**config.mk**
```make
export PLATFORM = sky130hd
export DESIGN_NAME = ipv4_header_check
export DESIGN_NICKNAME = d
export VERILOG_FILES = /design/src/rtl/ihc_pkg.sv /design/src/rtl/ihc_capture.sv /design/src/rtl/ihc_verdict.sv /design/src/rtl/ipv4_header_check.sv
export SDC_FILE = /design/constraint.sdc
export NUM_CORES = 1
export LEC_CHECK = 0
export BUFFER_PORTS_ARGS = -buffer_cell sky130_fd_sc_hd__buf_2
export CORE_ASPECT_RATIO = 1.2
export CORE_UTILIZATION = 30
export CTS_CLUSTER_DIAMETER = 40
export DETAILED_ROUTE_END_ITERATION = 7
export PLACE_DENSITY = 0.48
export SYNTH_ARGS = -nofsm -noshare
export SYNTH_HDL_FRONTEND = slang
export SYNTH_HIERARCHICAL = 1
export SYNTH_SLANG_ARGS = --single-unit
```
**constraint.sdc**
```tcl
create_clock -name clk -period 7.3 [get_ports clk]
set_clock_uncertainty 0.15 [all_clocks]
set_input_delay 0.365 -clock clk [delete_from_list [all_inputs] [get_ports clk]]
set_output_delay 0.365 -clock clk [all_outputs]
set_load 0.03 [all_outputs]
```
**src/rtl/ihc_pkg.sv**
```systemverilog
// ihc_pkg: types, codes and constants shared by the IPv4 header check block.
// Used by ihc_capture, ihc_verdict and ipv4_header_check; depends on nothing.
`timescale 1ns / 1ps

package ihc_pkg;

  localparam int HEADER_BYTES = 20;
  localparam int POS_W        = $clog2(HEADER_BYTES + 1);
  localparam int ADDR_W       = 32;
  localparam int CFG_IDX_W    = 1;

  localparam logic [POS_W-1:0] POS_VERSION    = POS_W'(0);
  localparam logic [POS_W-1:0] POS_FLAGS_HI   = POS_W'(6);
  localparam logic [POS_W-1:0] POS_FLAGS_LO   = POS_W'(7);
  localparam logic [POS_W-1:0] POS_TTL        = POS_W'(8);
  localparam logic [POS_W-1:0] POS_PROTO      = POS_W'(9);
  localparam logic [POS_W-1:0] POS_CSUM_HI    = POS_W'(10);
  localparam logic [POS_W-1:0] POS_CSUM_LO    = POS_W'(11);
  localparam logic [POS_W-1:0] POS_DEST_FIRST = POS_W'(16);
  localparam logic [POS_W-1:0] POS_LAST       = POS_W'(HEADER_BYTES - 1);
  localparam logic [POS_W-1:0] POS_END        = POS_W'(HEADER_BYTES);

  localparam logic [7:0]  VERSION_IHL   = 8'h45;
  localparam logic [15:0] FRAG_MASK     = 16'h3FFF;
  localparam logic [7:0]  PROTO_ICMP    = 8'd1;
  localparam logic [7:0]  PROTO_UDP     = 8'd17;
  localparam logic [3:0]  MCAST_PREFIX  = 4'hE;

  localparam logic [CFG_IDX_W-1:0] CFG_LOCAL_ADDR  = CFG_IDX_W'(0);
  localparam logic [CFG_IDX_W-1:0] CFG_SUBNET_MASK = CFG_IDX_W'(1);

  typedef enum logic [2:0] {
    ST_OK       = 3'd0,
    ST_VERSION  = 3'd1,
    ST_FRAGMENT = 3'd2,
    ST_TTL      = 3'd3,
    ST_NOT_OURS = 3'd4,
    ST_CHECKSUM = 3'd5
  } status_t;

  typedef enum logic [1:0] {
    HC_ICMP  = 2'd0,
    HC_UDP   = 2'd1,
    HC_OTHER = 2'd2
  } hclass_t;

  typedef enum logic [1:0] {
    DK_OWN   = 2'd0,
    DK_BCAST = 2'd1,
    DK_MCAST = 2'd2,
    DK_NONE  = 2'd3
  } dest_kind_t;

  typedef struct packed {
    logic [7:0] data_byte;
    logic       packet_start;
  } in_t;

  typedef struct packed {
    status_t    status;
    logic [7:0] protocol;
    hclass_t    handler_class;
    dest_kind_t dest_kind;
  } out_t;

  // Header digest handed from capture to verdict
  typedef struct packed {
    logic              version_ok;
    logic              fragment;
    logic              ttl_zero;
    logic [7:0]        protocol;
    logic [ADDR_W-1:0] dest;
    logic [15:0]       sum;
    logic [15:0]       stored_csum;
  } hdr_t;

endpackage

```
**src/rtl/ihc_capture.sv**
```systemverilog
// ihc_capture: byte counter, header field capture and ones-complement sum.
// Holds one finished header digest for ihc_verdict. Depends on ihc_pkg.
`timescale 1ns / 1ps

module ihc_capture (
  input  logic          clk,
  input  logic          rst_n,
  input  logic          in_accept,
  input  ihc_pkg::in_t  in_data,
  input  logic          snap_take,
  output logic          snap_valid,
  output ihc_pkg::hdr_t snap
);

  logic [ihc_pkg::POS_W-1:0]  pos_r, pos_nxt, pos_eff;
  logic [15:0]                sum_r, sum_nxt, sum_eff, sum_fold;
  logic [16:0]                sum_wide;
  logic [7:0]                 hi_r, hi_nxt;
  logic [7:0]                 ver_r, ver_nxt;
  logic [15:0]                flags_r, flags_nxt;
  logic [7:0]                 ttl_r, ttl_nxt;
  logic [7:0]                 proto_r, proto_nxt;
  logic [15:0]                csum_r, csum_nxt;
  logic [ihc_pkg::ADDR_W-1:0] dest_r, dest_nxt;
  logic                       snap_v_r, snap_v_nxt;
  ihc_pkg::hdr_t              snap_r, snap_nxt;
  logic                       in_header, emit;
  logic [7:0]                 b;

  assign b         = in_data.data_byte;
  assign pos_eff   = in_data.packet_start ? '0 : pos_r;
  assign sum_eff   = in_data.packet_start ? '0 : sum_r;
  assign in_header = pos_eff < ihc_pkg::POS_END;
  assign emit      = in_accept && in_header && (pos_eff == ihc_pkg::POS_LAST);

  // end-around carry add of the completed word
  assign sum_wide = {1'b0, sum_eff} + {1'b0, hi_r, b};
  assign sum_fold = sum_wide[15:0] + {15'd0, sum_wide[16]};

  always_comb begin
    pos_nxt   = pos_r;
    sum_nxt   = sum_r;
    hi_nxt    = hi_r;
    ver_nxt   = ver_r;
    flags_nxt = flags_r;
    ttl_nxt   = ttl_r;
    proto_nxt = proto_r;
    csum_nxt  = csum_r;
    dest_nxt  = dest_r;
    if (in_accept && in_data.packet_start) begin
      pos_nxt = '0;
      sum_nxt = '0;
    end
    if (in_accept && in_header) begin
      pos_nxt = pos_eff + ihc_pkg::POS_W'(1);
      if (pos_eff == ihc_pkg::POS_VERSION) ver_nxt = b;
      if (pos_eff == ihc_pkg::POS_FLAGS_HI) flags_nxt[15:8] = b;
      if (pos_eff == ihc_pkg::POS_FLAGS_LO) flags_nxt[7:0] = b;
      if (pos_eff == ihc_pkg::POS_TTL) ttl_nxt = b;
      if (pos_eff == ihc_pkg::POS_PROTO) proto_nxt = b;
      if (pos_eff == ihc_pkg::POS_CSUM_HI) csum_nxt[15:8] = b;
      if (pos_eff == ihc_pkg::POS_CSUM_LO) csum_nxt[7:0] = b;
      if (pos_eff >= ihc_pkg::POS_DEST_FIRST) dest_nxt = {dest_r[ihc_pkg::ADDR_W-9:0], b};
      if (!pos_eff[0]) begin
        hi_nxt = b;
      end else if (pos_eff != ihc_pkg::POS_CSUM_LO) begin
        sum_nxt = sum_fold;
      end
    end
  end

  always_comb begin
    snap_nxt             = snap_r;
    snap_nxt.version_ok  = ver_r == ihc_pkg::VERSION_IHL;
    snap_nxt.fragment    = (flags_r & ihc_pkg::FRAG_MASK) != '0;
    snap_nxt.ttl_zero    = ttl_r == '0;
    snap_nxt.protocol    = proto_r;
    snap_nxt.dest        = dest_nxt;
    snap_nxt.sum         = sum_nxt;
    snap_nxt.stored_csum = csum_r;
    if (!emit) snap_nxt = snap_r;
    snap_v_nxt = emit ? 1'b1 : (snap_take ? 1'b0 : snap_v_r);
  end

  always_ff @(posedge clk) begin
    if (!rst_n) begin
      pos_r    <= '0;
      sum_r    <= '0;
      snap_v_r <= 1'b0;
    end else begin
      pos_r    <= pos_nxt;
      sum_r    <= sum_nxt;
      snap_v_r <= snap_v_nxt;
    end
  end

  always_ff @(posedge clk) begin
    hi_r    <= hi_nxt;
    ver_r   <= ver_nxt;
    flags_r <= flags_nxt;
    ttl_r   <= ttl_nxt;
    proto_r <= proto_nxt;
    csum_r  <= csum_nxt;
    dest_r  <= dest_nxt;
    snap_r  <= snap_nxt;
  end

  assign snap_valid = snap_v_r;
  assign snap       = snap_r;

  a_pos_sat: assert property (@(posedge clk) disable iff (!rst_n)
    pos_r <= ihc_pkg::POS_END)
    else $error("byte position beyond header length");

  a_emit_loads: assert property (@(posedge clk) disable iff (!rst_n)
    emit |=> snap_v_r && pos_r == ihc_pkg::POS_END)
    else $error("header end did not load digest");

  a_snap_hold: assert property (@(posedge clk) disable iff (!rst_n)
    snap_v_r && !snap_take && !in_accept |=> snap_v_r && $stable(snap_r))
    else $error("pending digest lost or changed");

endmodule

```
**src/rtl/ihc_verdict.sv**
```systemverilog
// ihc_verdict: configuration registers, destination classification, ordered
// checks and the result register. Depends on ihc_pkg.
`timescale 1ns / 1ps

module ihc_verdict (
  input  logic                              clk,
  input  logic                              rst_n,
  input  logic                              cfg_we,
  input  logic [ihc_pkg::CFG_IDX_W-1:0]     cfg_index,
  input  logic [ihc_pkg::ADDR_W-1:0]        cfg_wdata,
  input  logic                              snap_valid,
  input  ihc_pkg::hdr_t                     snap,
  output logic                              snap_take,
  output logic                              out_valid,
  input  logic                              out_stall,
  output ihc_pkg::out_t                     out_data
);

  logic [ihc_pkg::ADDR_W-1:0] local_r, local_nxt;
  logic [ihc_pkg::ADDR_W-1:0] mask_r, mask_nxt;
  logic [ihc_pkg::ADDR_W-1:0] host;
  logic                       out_v_r, out_v_nxt;
  ihc_pkg::out_t              out_r, out_nxt, res;
  ihc_pkg::dest_kind_t        kind;
  ihc_pkg::status_t           status;
  ihc_pkg::hclass_t           hclass;

  always_comb begin
    local_nxt = local_r;
    mask_nxt  = mask_r;
    if (cfg_we) begin
      unique case (cfg_index)
        ihc_pkg::CFG_LOCAL_ADDR:  local_nxt = cfg_wdata;
        ihc_pkg::CFG_SUBNET_MASK: mask_nxt  = cfg_wdata;
        default: ;
      endcase
    end
  end

  assign host = ~mask_r;

  always_comb begin
    priority if (snap.dest == local_r) begin
      kind = ihc_pkg::DK_OWN;
    end else if (&snap.dest || ((snap.dest & host) == host)) begin
      kind = ihc_pkg::DK_BCAST;
    end else if (snap.dest[ihc_pkg::ADDR_W-1 -: 4] == ihc_pkg::MCAST_PREFIX) begin
      kind = ihc_pkg::DK_MCAST;
    end else begin
      kind = ihc_pkg::DK_NONE;
    end
  end

  always_comb begin
    priority if (!snap.version_ok) begin
      status = ihc_pkg::ST_VERSION;
    end else if (snap.fragment) begin
      status = ihc_pkg::ST_FRAGMENT;
    end else if (snap.ttl_zero) begin
      status = ihc_pkg::ST_TTL;
    end else if (kind == ihc_pkg::DK_NONE) begin
      status = ihc_pkg::ST_NOT_OURS;
    end else if (~snap.sum != snap.stored_csum) begin
      status = ihc_pkg::ST_CHECKSUM;
    end else begin
      status = ihc_pkg::ST_OK;
    end
  end

  always_comb begin
    priority if (status != ihc_pkg::ST_OK) begin
      hclass = ihc_pkg::HC_ICMP;
    end else if (snap.protocol == ihc_pkg::PROTO_ICMP) begin
      hclass = ihc_pkg::HC_ICMP;
    end else if (snap.protocol == ihc_pkg::PROTO_UDP) begin
      hclass = ihc_pkg::HC_UDP;
    end else begin
      hclass = ihc_pkg::HC_OTHER;
    end
  end

  always_comb begin
    res.status        = status;
    res.protocol      = snap.protocol;
    res.handler_class = hclass;
    res.dest_kind     = kind;
    snap_take = snap_valid && (!out_v_r || !out_stall);
    out_nxt   = snap_take ? res : out_r;
    out_v_nxt = snap_take || (out_v_r && out_stall);
  end

  always_ff @(posedge clk) begin
    if (!rst_n) begin
      local_r <= '0;
      mask_r  <= '0;
      out_v_r <= 1'b0;
    end else begin
      local_r <= local_nxt;
      mask_r  <= mask_nxt;
      out_v_r <= out_v_nxt;
    end
  end

  always_ff @(posedge clk) begin
    out_r <= out_nxt;
  end

  assign out_valid = out_v_r;
  assign out_data  = out_r;

  a_take_loads: assert property (@(posedge clk) disable iff (!rst_n)
    snap_take |=> out_v_r)
    else $error("digest taken but no result beat");

  a_class_on_fail: assert property (@(posedge clk) disable iff (!rst_n)
    out_v_r && out_r.status != ihc_pkg::ST_OK |-> out_r.handler_class == ihc_pkg::HC_ICMP)
    else $error("handler class set on failed header");

  a_none_fails: assert property (@(posedge clk) disable iff (!rst_n)
    out_v_r && out_r.dest_kind == ihc_pkg::DK_NONE |-> out_r.status != ihc_pkg::ST_OK)
    else $error("unmatched destination passed");

endmodule

```
**src/rtl/ipv4_header_check.sv**
```systemverilog
// ipv4_header_check: top level of the IPv4 receive header checker.
// Instantiates ihc_capture and ihc_verdict; depends on ihc_pkg.
//
// Usage: packet bytes enter in wire order on in_data, one beat per byte,
// with packet_start set on the first byte of each packet. After the 20th
// header byte one result beat leaves on out_data: status, protocol,
// handler class and destination kind. Shorter packets give no beat and
// bytes past the header are ignored. A start mark mid-header drops the
// partial header.
// Throughput: one byte per cycle while in_stall is low. After the 20th byte
// is accepted the digest register loads, then the result register, which
// drives the result beat.
// cfg_we/cfg_index/cfg_wdata write the local address (index 0) and subnet
// mask (index 1); write them only while no header is in flight.
// Reset (rst_n low, synchronous) clears both registers, the byte counter
// and any pending result. While the receiver stalls, one finished digest
// waits behind the result register; in_stall rises only when both are full.
`timescale 1ns / 1ps

module ipv4_header_check (
  input  logic                          clk,
  input  logic                          rst_n,
  input  logic                          in_valid,
  output logic                          in_stall,
  input  ihc_pkg::in_t                  in_data,
  output logic                          out_valid,
  input  logic                          out_stall,
  output ihc_pkg::out_t                 out_data,
  input  logic                          cfg_we,
  input  logic [ihc_pkg::CFG_IDX_W-1:0] cfg_index,
  input  logic [ihc_pkg::ADDR_W-1:0]    cfg_wdata
);

  logic          in_accept;
  logic          snap_valid;
  logic          snap_take;
  ihc_pkg::hdr_t snap;

  assign in_stall  = snap_valid && out_valid;
  assign in_accept = in_valid && !in_stall;

  ihc_capture u_capture (
    .clk        (clk),
    .rst_n      (rst_n),
    .in_accept  (in_accept),
    .in_data    (in_data),
    .snap_take  (snap_take),
    .snap_valid (snap_valid),
    .snap       (snap)
  );

  ihc_verdict u_verdict (
    .clk        (clk),
    .rst_n      (rst_n),
    .cfg_we     (cfg_we),
    .cfg_index  (cfg_index),
    .cfg_wdata  (cfg_wdata),
    .snap_valid (snap_valid),
    .snap       (snap),
    .snap_take  (snap_take),
    .out_valid  (out_valid),
    .out_stall  (out_stall),
    .out_data   (out_data)
  );

endmodule
```
### Word level (Yosys, flattened, before mapping)

Index checks and enable logic that the tools add are counted.

| storage, ports and cells | value |
|---|---|
| bits of input ports | 47 |
| output and inout bits | 17 |
| register bits | 271 |
| word-level logic and storage cells | 104 |

| operators by class | value |
|---|---|
| multiplexer cells | 21 |
| $lt $le $gt $ge | 2 |
| reductions and logical operators | 31 |
| bitwise operators | 5 |
| eq/ne operators | 16 |
| add/subtract/negate cells | 3 |

Operators with widths:

| operator | count |
|---|---|
| $mux 16 | 5 |
| $eq 32x32->1 | 2 |
| $mux 32 | 2 |
| $and 32x32->32 | 1 |
| $not 32->32 | 1 |
| $reduce_and 32->1 | 1 |
| $eq 5x4->1 const B | 4 |
| $reduce_and 2->1 | 10 |
| $add 16x16->17 | 1 |
| $add 16x1->16 | 1 |
| $ne 16x16->1 | 1 |
| $not 16->16 | 1 |
| $reduce_bool 16->1 | 1 |
| $mux 3 | 5 |
| $mux 5 | 3 |
| $eq 5x3->1 const B | 2 |
| $eq 8x1->1 const B | 1 |
| $eq 8x5->1 const B | 1 |
| $eq 8x7->1 const B | 1 |
| $logic_not 8->1 | 1 |
| $logic_and 1x1->1 | 7 |
| $mux 2 | 3 |
| $add 5x1->5 const B | 1 |
| $eq 5x5->1 const B | 1 |
| other kinds (13) | 21 |

### Logic depth before layout (Yosys ltp)

| depth | value |
|---|---|
| depth in word-level cells | 13 |
| gate-level depth with buffers | 20 |
| depth with buffers taken out | 19 |

### Cells and area by module

Netlist, hierarchy kept.

By module, submodules not included:

| module | instances | area each (µm²) | cells an instance | sequential area each (µm²) |
|---|---|---|---|---|
| ihc_capture | 1 | 7875.1 | 564 | 5195.0 |
| ihc_verdict | 1 | 3646.0 | 410 | 1751.7 |
| ipv4_header_check | 1 | 13.8 | 2 | 0.0 |

### Worst setup path before layout

OpenSTA, ideal clock, no wires.

| timing path | value |
|---|---|
| kind | reg2reg |
| start | reg u_verdict.out_v_r (netlist: u_verdict/out_valid) |
| end | reg u_capture.snap_r, in the netlist u_capture/snap[0], enable pin |
| clock period less this slack | 5175 ps |
| arrival | 4514 ps |
| buffers on the path | 2 |
| stages on the path, launching flop included | 6 |
| required time | 6639 ps |
| slack | 2125 ps |
| library setup time | 511 ps |
| cells stage by stage | dfxtp_1 -> a21boi_1 -> clkbuf_1 -> nand4b_1 -> clkbuf_1 -> nor2_1 |

| between the ends | value |
|---|---|
| word-level cells in the longest chain between the ends | 5 |

Ends and longest elaborated chain:

| what | line | RTL |
|---|---|---|
| start, declared | ihc_verdict.sv:22 | `logic out_v_r, out_v_nxt;` |
| start signal, assigned | ihc_verdict.sv:100 | `out_v_r <= out_v_nxt;` |
| $logic_and 1x1->1 | ipv4_header_check.sv:39 | `assign in_stall = snap_valid && out_valid;` |
| $logic_not 1->1 | ipv4_header_check.sv:40 | `assign in_accept = in_valid && !in_stall;` |
| $logic_and 1x1->1 | ipv4_header_check.sv:40 |  |
| net in_accept | ipv4_header_check.sv:34 | `logic in_accept;` |
| $logic_and 1x1->1 (2 in a row) | ihc_capture.sv:34 | `assign emit = in_accept && in_header && (pos_eff == ihc_pkg::POS_LAST);` |
| net u_capture.emit | ihc_capture.sv:27 | `logic in_header, emit;` |
| end signal, assigned | ihc_capture.sv:105 | `snap_r <= snap_nxt;` |
| end, declared | ihc_capture.sv:26 | `ihc_pkg::hdr_t snap_r, snap_nxt;` |

The timed path passes the listed nets, and every way through them passes these cells.
A chain may end at the register's enable or synchronous reset.

### Worst setup path after layout

| timing path | value |
|---|---|
| start | reg u_capture.sum_r[0] |
| end | reg u_capture.sum_r[9] |

| between the ends | value |
|---|---|
| word-level cells in the longest chain between the ends | 6 |

Ends and longest elaborated chain:

| what | line | RTL |
|---|---|---|
| start, declared | ihc_capture.sv:16 | `logic [15:0] sum_r, sum_nxt, sum_eff, sum_fold;` |
| start signal, assigned | ihc_capture.sv:92 | `sum_r <= sum_nxt;` |
| $mux 16 | ihc_capture.sv:32 | `assign sum_eff = in_data.packet_start ? '0 : sum_r;` |
| $add 16x16->17 | ihc_capture.sv:37 | `assign sum_wide = {1'b0, sum_eff} + {1'b0, hi_r, b};` |
| $add 16x1->16 | ihc_capture.sv:38 | `assign sum_fold = sum_wide[15:0] + {15'd0, sum_wide[16]};` |
| $mux 16 | ihc_capture.sv:66 | `end else if (pos_eff != ihc_pkg::POS_CSUM_LO) begin` |
| $mux 16 | ihc_capture.sv:64 | `if (!pos_eff[0]) begin` |
| $mux 16 | ihc_capture.sv:54 | `if (in_accept && in_header) begin` |

Every way passes these cells.

==> impl_metrics.tcl <==
set metrics [dict create \
    outcome "finished, final reports clean" \
    totalWireLength_mm 28.61 \
    rr_worst_depth 19 \
    p_int_w 0.003002 \
    final_common_cell "nand2_1" \
    path_cells "nor2b_1 > ha_1 > fa_1 > a211oi_2 > o21ai_2 > a221oi_4 > nor2b_1 > o21a_1 > o21a_1 > o21ai_0 > nand2b_1 > ha_1 > and3_1 > and3_1 > o311ai_4 > mux2i_1 > nand3_1 > or3_1 > a31oi_1" \
    critPathArrivalTime_ns 5.04 \
    postSynthCellCount 976 \
    n_antenna_cell 0 \
    netlist.area_leader.share_pct 39.57 \
    grt_pass1_vias 7723 \
    ios 64 \
    synthTopCellsByArea "edfxtp_1 40%, dfxtp_1 21%, nand2_1 5.2%" \
    rrSetupSlack_ns 2.58 \
    regArea_mm2 0.006947 \
    yosys.area.top_type "edfxtp_1" \
    fp.dieW_um 181 \
    firstDrtPassIters 5 \
    cp_slowest_cell "a211oi_2" \
    synthArstFlopShare_pct 0 \
    rsz0062_at_grt "false" \
    detail_route.wl_per_cell_um 17.96 \
    setup.worst_path.start_class "flop" \
    cp-end-kind "flop" \
    coreArea_mm2 0.03787 \
    area_delta_synth_final_pct 22.76 \
    r2r_end "u_capture/sum_r[9]" \
    pwr-share-comb_pct 4.6 \
    viasPerCell 4.827 \
    ant_nets 0 \
    clkTransAtPathRegs_ns 0.06 \
    drv_slew 0 \
    whs_endpoint "u_capture/flags_r[8]" \
    yosysUniqueCellTypes 76 \
    grt_antenna_before_repair 1 \
    hold_viol_final 0 \
    h-tree-depth 2 \
    maxCapViolations 0 \
    slowest_delay_ns 0.47 \
    grt_pass1_wl_mm 43.99 \
    vias 7690 \
    clock_latency_ns 0.54 \
    worst_slew_pin_slew_ns 1.034 \
    yosys_warnings 6 \
    post-dp-hpwl_mm 18.84 \
    r2r-start "u_capture/sum_r[0]" \
    vdd_drop_max_mv 0.1553 \
    setup_tns_ns 0 \
    grt_start_max_net_pins 79 \
    cts_buffer_depth 3 \
    leakage_nw 5.098 \
    cts.sinks 271 \
    p_sw_w 0.0008707 \
    fp.dieArea_mm2 0.03924 \
    n_fill_cell 3702 \
    root_buffer "clkbuf_16" \
    drt_iter0_drc 435 \
    path_max_fanout 8 \
    p_seq_share_pct 42.4 \
    port_buffers 63 \
    crit_family "compound AO/OA/AOI/OAI gates" \
    post_cts_buffers 0 \
    yosysSeqAreaShare_pct 60.22 \
    multi_input_area_mm2 0.004393 \
    gp_congestion 0.8177 \
    die-height_um 216.8 \
    critical_path_class "flop to flop" \
    drc_errors 0 \
    overflow 0 \
    synth_area_mm2 0.01153 \
    fmax_mhz 211.9 \
    ctsResizeCount 0 \
    power.share.clock_pct 53.0 \
    power.density_mw_per_mm2 273.5 \
    period_share_pct 64.65 \
    synth_seq_cells 271 \
    final_cell_mix "161 x nand2_1, 152 x edfxtp_1, 119 x dfxtp_1, 63 x buf_2, 54 x xor2_1" \
    holdPathStages 1 \
    syn_nets 1046 \
    setup_viol 0 \
    crit_required_ns 7.62 \
    start_util_pct 30.46 \
    grt_usage_pct 14.65 \
    drive_gt1_share_pct 18.42 \
    final_nets 1150 \
    rows 78 \
    cts_buffers 42 \
    hold_path.class "input pin to flop" \
    worstHoldStart "in_data[1]" \
    min_period_ns 4.720 \
    p_sw_share_pct 22.48 \
    cts_tree "done" \
    synth_flop_cell "edfxtp_1" \
    relSlewSlack_pct 30.81 \
    synth-edff-count 152 \
    postSynthAreaPerCell_um2 11.82 \
    hold_slack_ns 0.05902 \
    crit_buf_inv 0 \
]
-- worst register-to-register path, cell delays in order, from the launching register on --
cell	delay, ns
dfxtp_1	0.30
nor2b_1	0.13
ha_1	0.25
fa_1	0.42
a211oi_2	0.47
o21ai_2	0.18
a221oi_4	0.37
nor2b_1	0.09
o21a_1	0.17
o21a_1	0.16
o21ai_0	0.15
nand2b_1	0.12
ha_1	0.22
and3_1	0.22
and3_1	0.24
o311ai_4	0.16
mux2i_1	0.25
nand3_1	0.10
or3_1	0.34
a31oi_1	0.17
-- synthesized netlist by cell type (23+ instances only) --
library cell,instances
dfxtp_1,119
edfxtp_1,152
a21boi_0,44
mux2_2,33
xor2_1,54
nand2_1,161
nor2b_1,23
nand3_1,24
clkbuf_1,37
nor2_1,25
-- sequential cells by signal, indices dropped and copies added (netlist names) --
register,count
u_capture/proto_r,8
u_capture/hi_r,8
u_verdict/mask_r,32
u_capture/dest_r,32
u_capture/pos_r,5
u_capture/ttl_r,8
u_capture/flags_r,14
u_capture/ver_r,8
u_verdict/local_r,32
u_verdict/out_valid,1
u_verdict/out_data,15
u_capture/snap_valid,1
u_capture/snap,75
u_capture/csum_r,16
u_capture/sum_r,16
-- stage by stage --
stage          std cells  cell area [µm²]  total power, W  worst slack (ns)  util [%]
2_1_floorplan        976            11530        0.001772             2.125         -
3_3_place_gp        1483            12360        0.001837             2.143     32.64
3_5_place_dp        1483            12360        0.001838             2.076     32.64
4_1_cts             1593            14160        0.003930             2.602     37.39
5_1_grt             1593            14160        0.004000             2.269     37.39
6_report            1593            14160        0.003872             2.580     37.39
-- how the worst max path moves through the flow --
stage | startpoint | to | slack (ns) | depth (start not counted)
after floorplan | u_verdict/out_valid | u_capture/snap[0] | 2.13 | 5
after global placement | in_data[0] | u_capture/sum_r[9] | 2.14 | 20
after detailed placement | in_data[0] | u_capture/sum_r[9] | 2.08 | 20
after CTS | u_capture/sum_r[0] | u_capture/snap[25] | 2.60 | 19
after global routing | u_capture/sum_r[0] | u_capture/sum_r[13] | 2.27 | 19
final | u_capture/sum_r[0] | u_capture/sum_r[9] | 2.58 | 19
-- power by group through the flow --
stage | Clock, W | Combinational (W) | Sequential [W]
after floorplan | 0 | 0.000101 | 0.00167
after global placement | 0 | 0.000163 | 0.00167
after detailed placement | 0 | 0.000164 | 0.00167
after CTS | 0.00211 | 0.000179 | 0.00164
after global routing | 0.00216 | 0.000195 | 0.00164
final | 0.00205 | 0.000176 | 0.00164
-- metal layers --
metal | up-vias | share of wire, % | GRT usage (%) | routed length, µm
met2 | 170 | 47 | 24.41 | 13480
met3 | 47 | 4.0 | 2.510 | 1152
met5 | - | 0 | 0 | 0
met1 | 3714 | 46 | 18.93 | 13260
li1 | 3759 | - | - | -
met4 | 0 | 2.5 | 5.734 | 720
-- area by class of cell --
type                            count  share of cell area [%]
Sequential cell                   271                   49.06
Timing Repair Buffer              105                   5.037
Inverter                           10                  0.2651
Clock inverter                     27                   2.377
Multi-Input combinational cell    650                   31.02
Clock buffer                       50                   7.997
Tap cell                          480                   4.241
-- logic make-up after synthesis --
family / Yosys count / share of synthesized area (%)
AND/OR/NAND/NOR: 340 / 14.89
XOR/XNOR: 66 / 5.076
flip-flops: 271 / 60.22
AO/OA/AOI/OAI: 185 / 11.92
adder cells (fa/ha/maj): 23 / 2.560
buffers and inverters: 55 / 1.844
multiplexers: 36 / 3.482
-- what timing repair did --
item | in CTS | in global routing
hold buffers | 33 | 0
endpoints found under the hold margin | 65 | 0
setup endpoints to repair | 0 | 0
No activity file was read; power rests on OpenSTA's default activity.
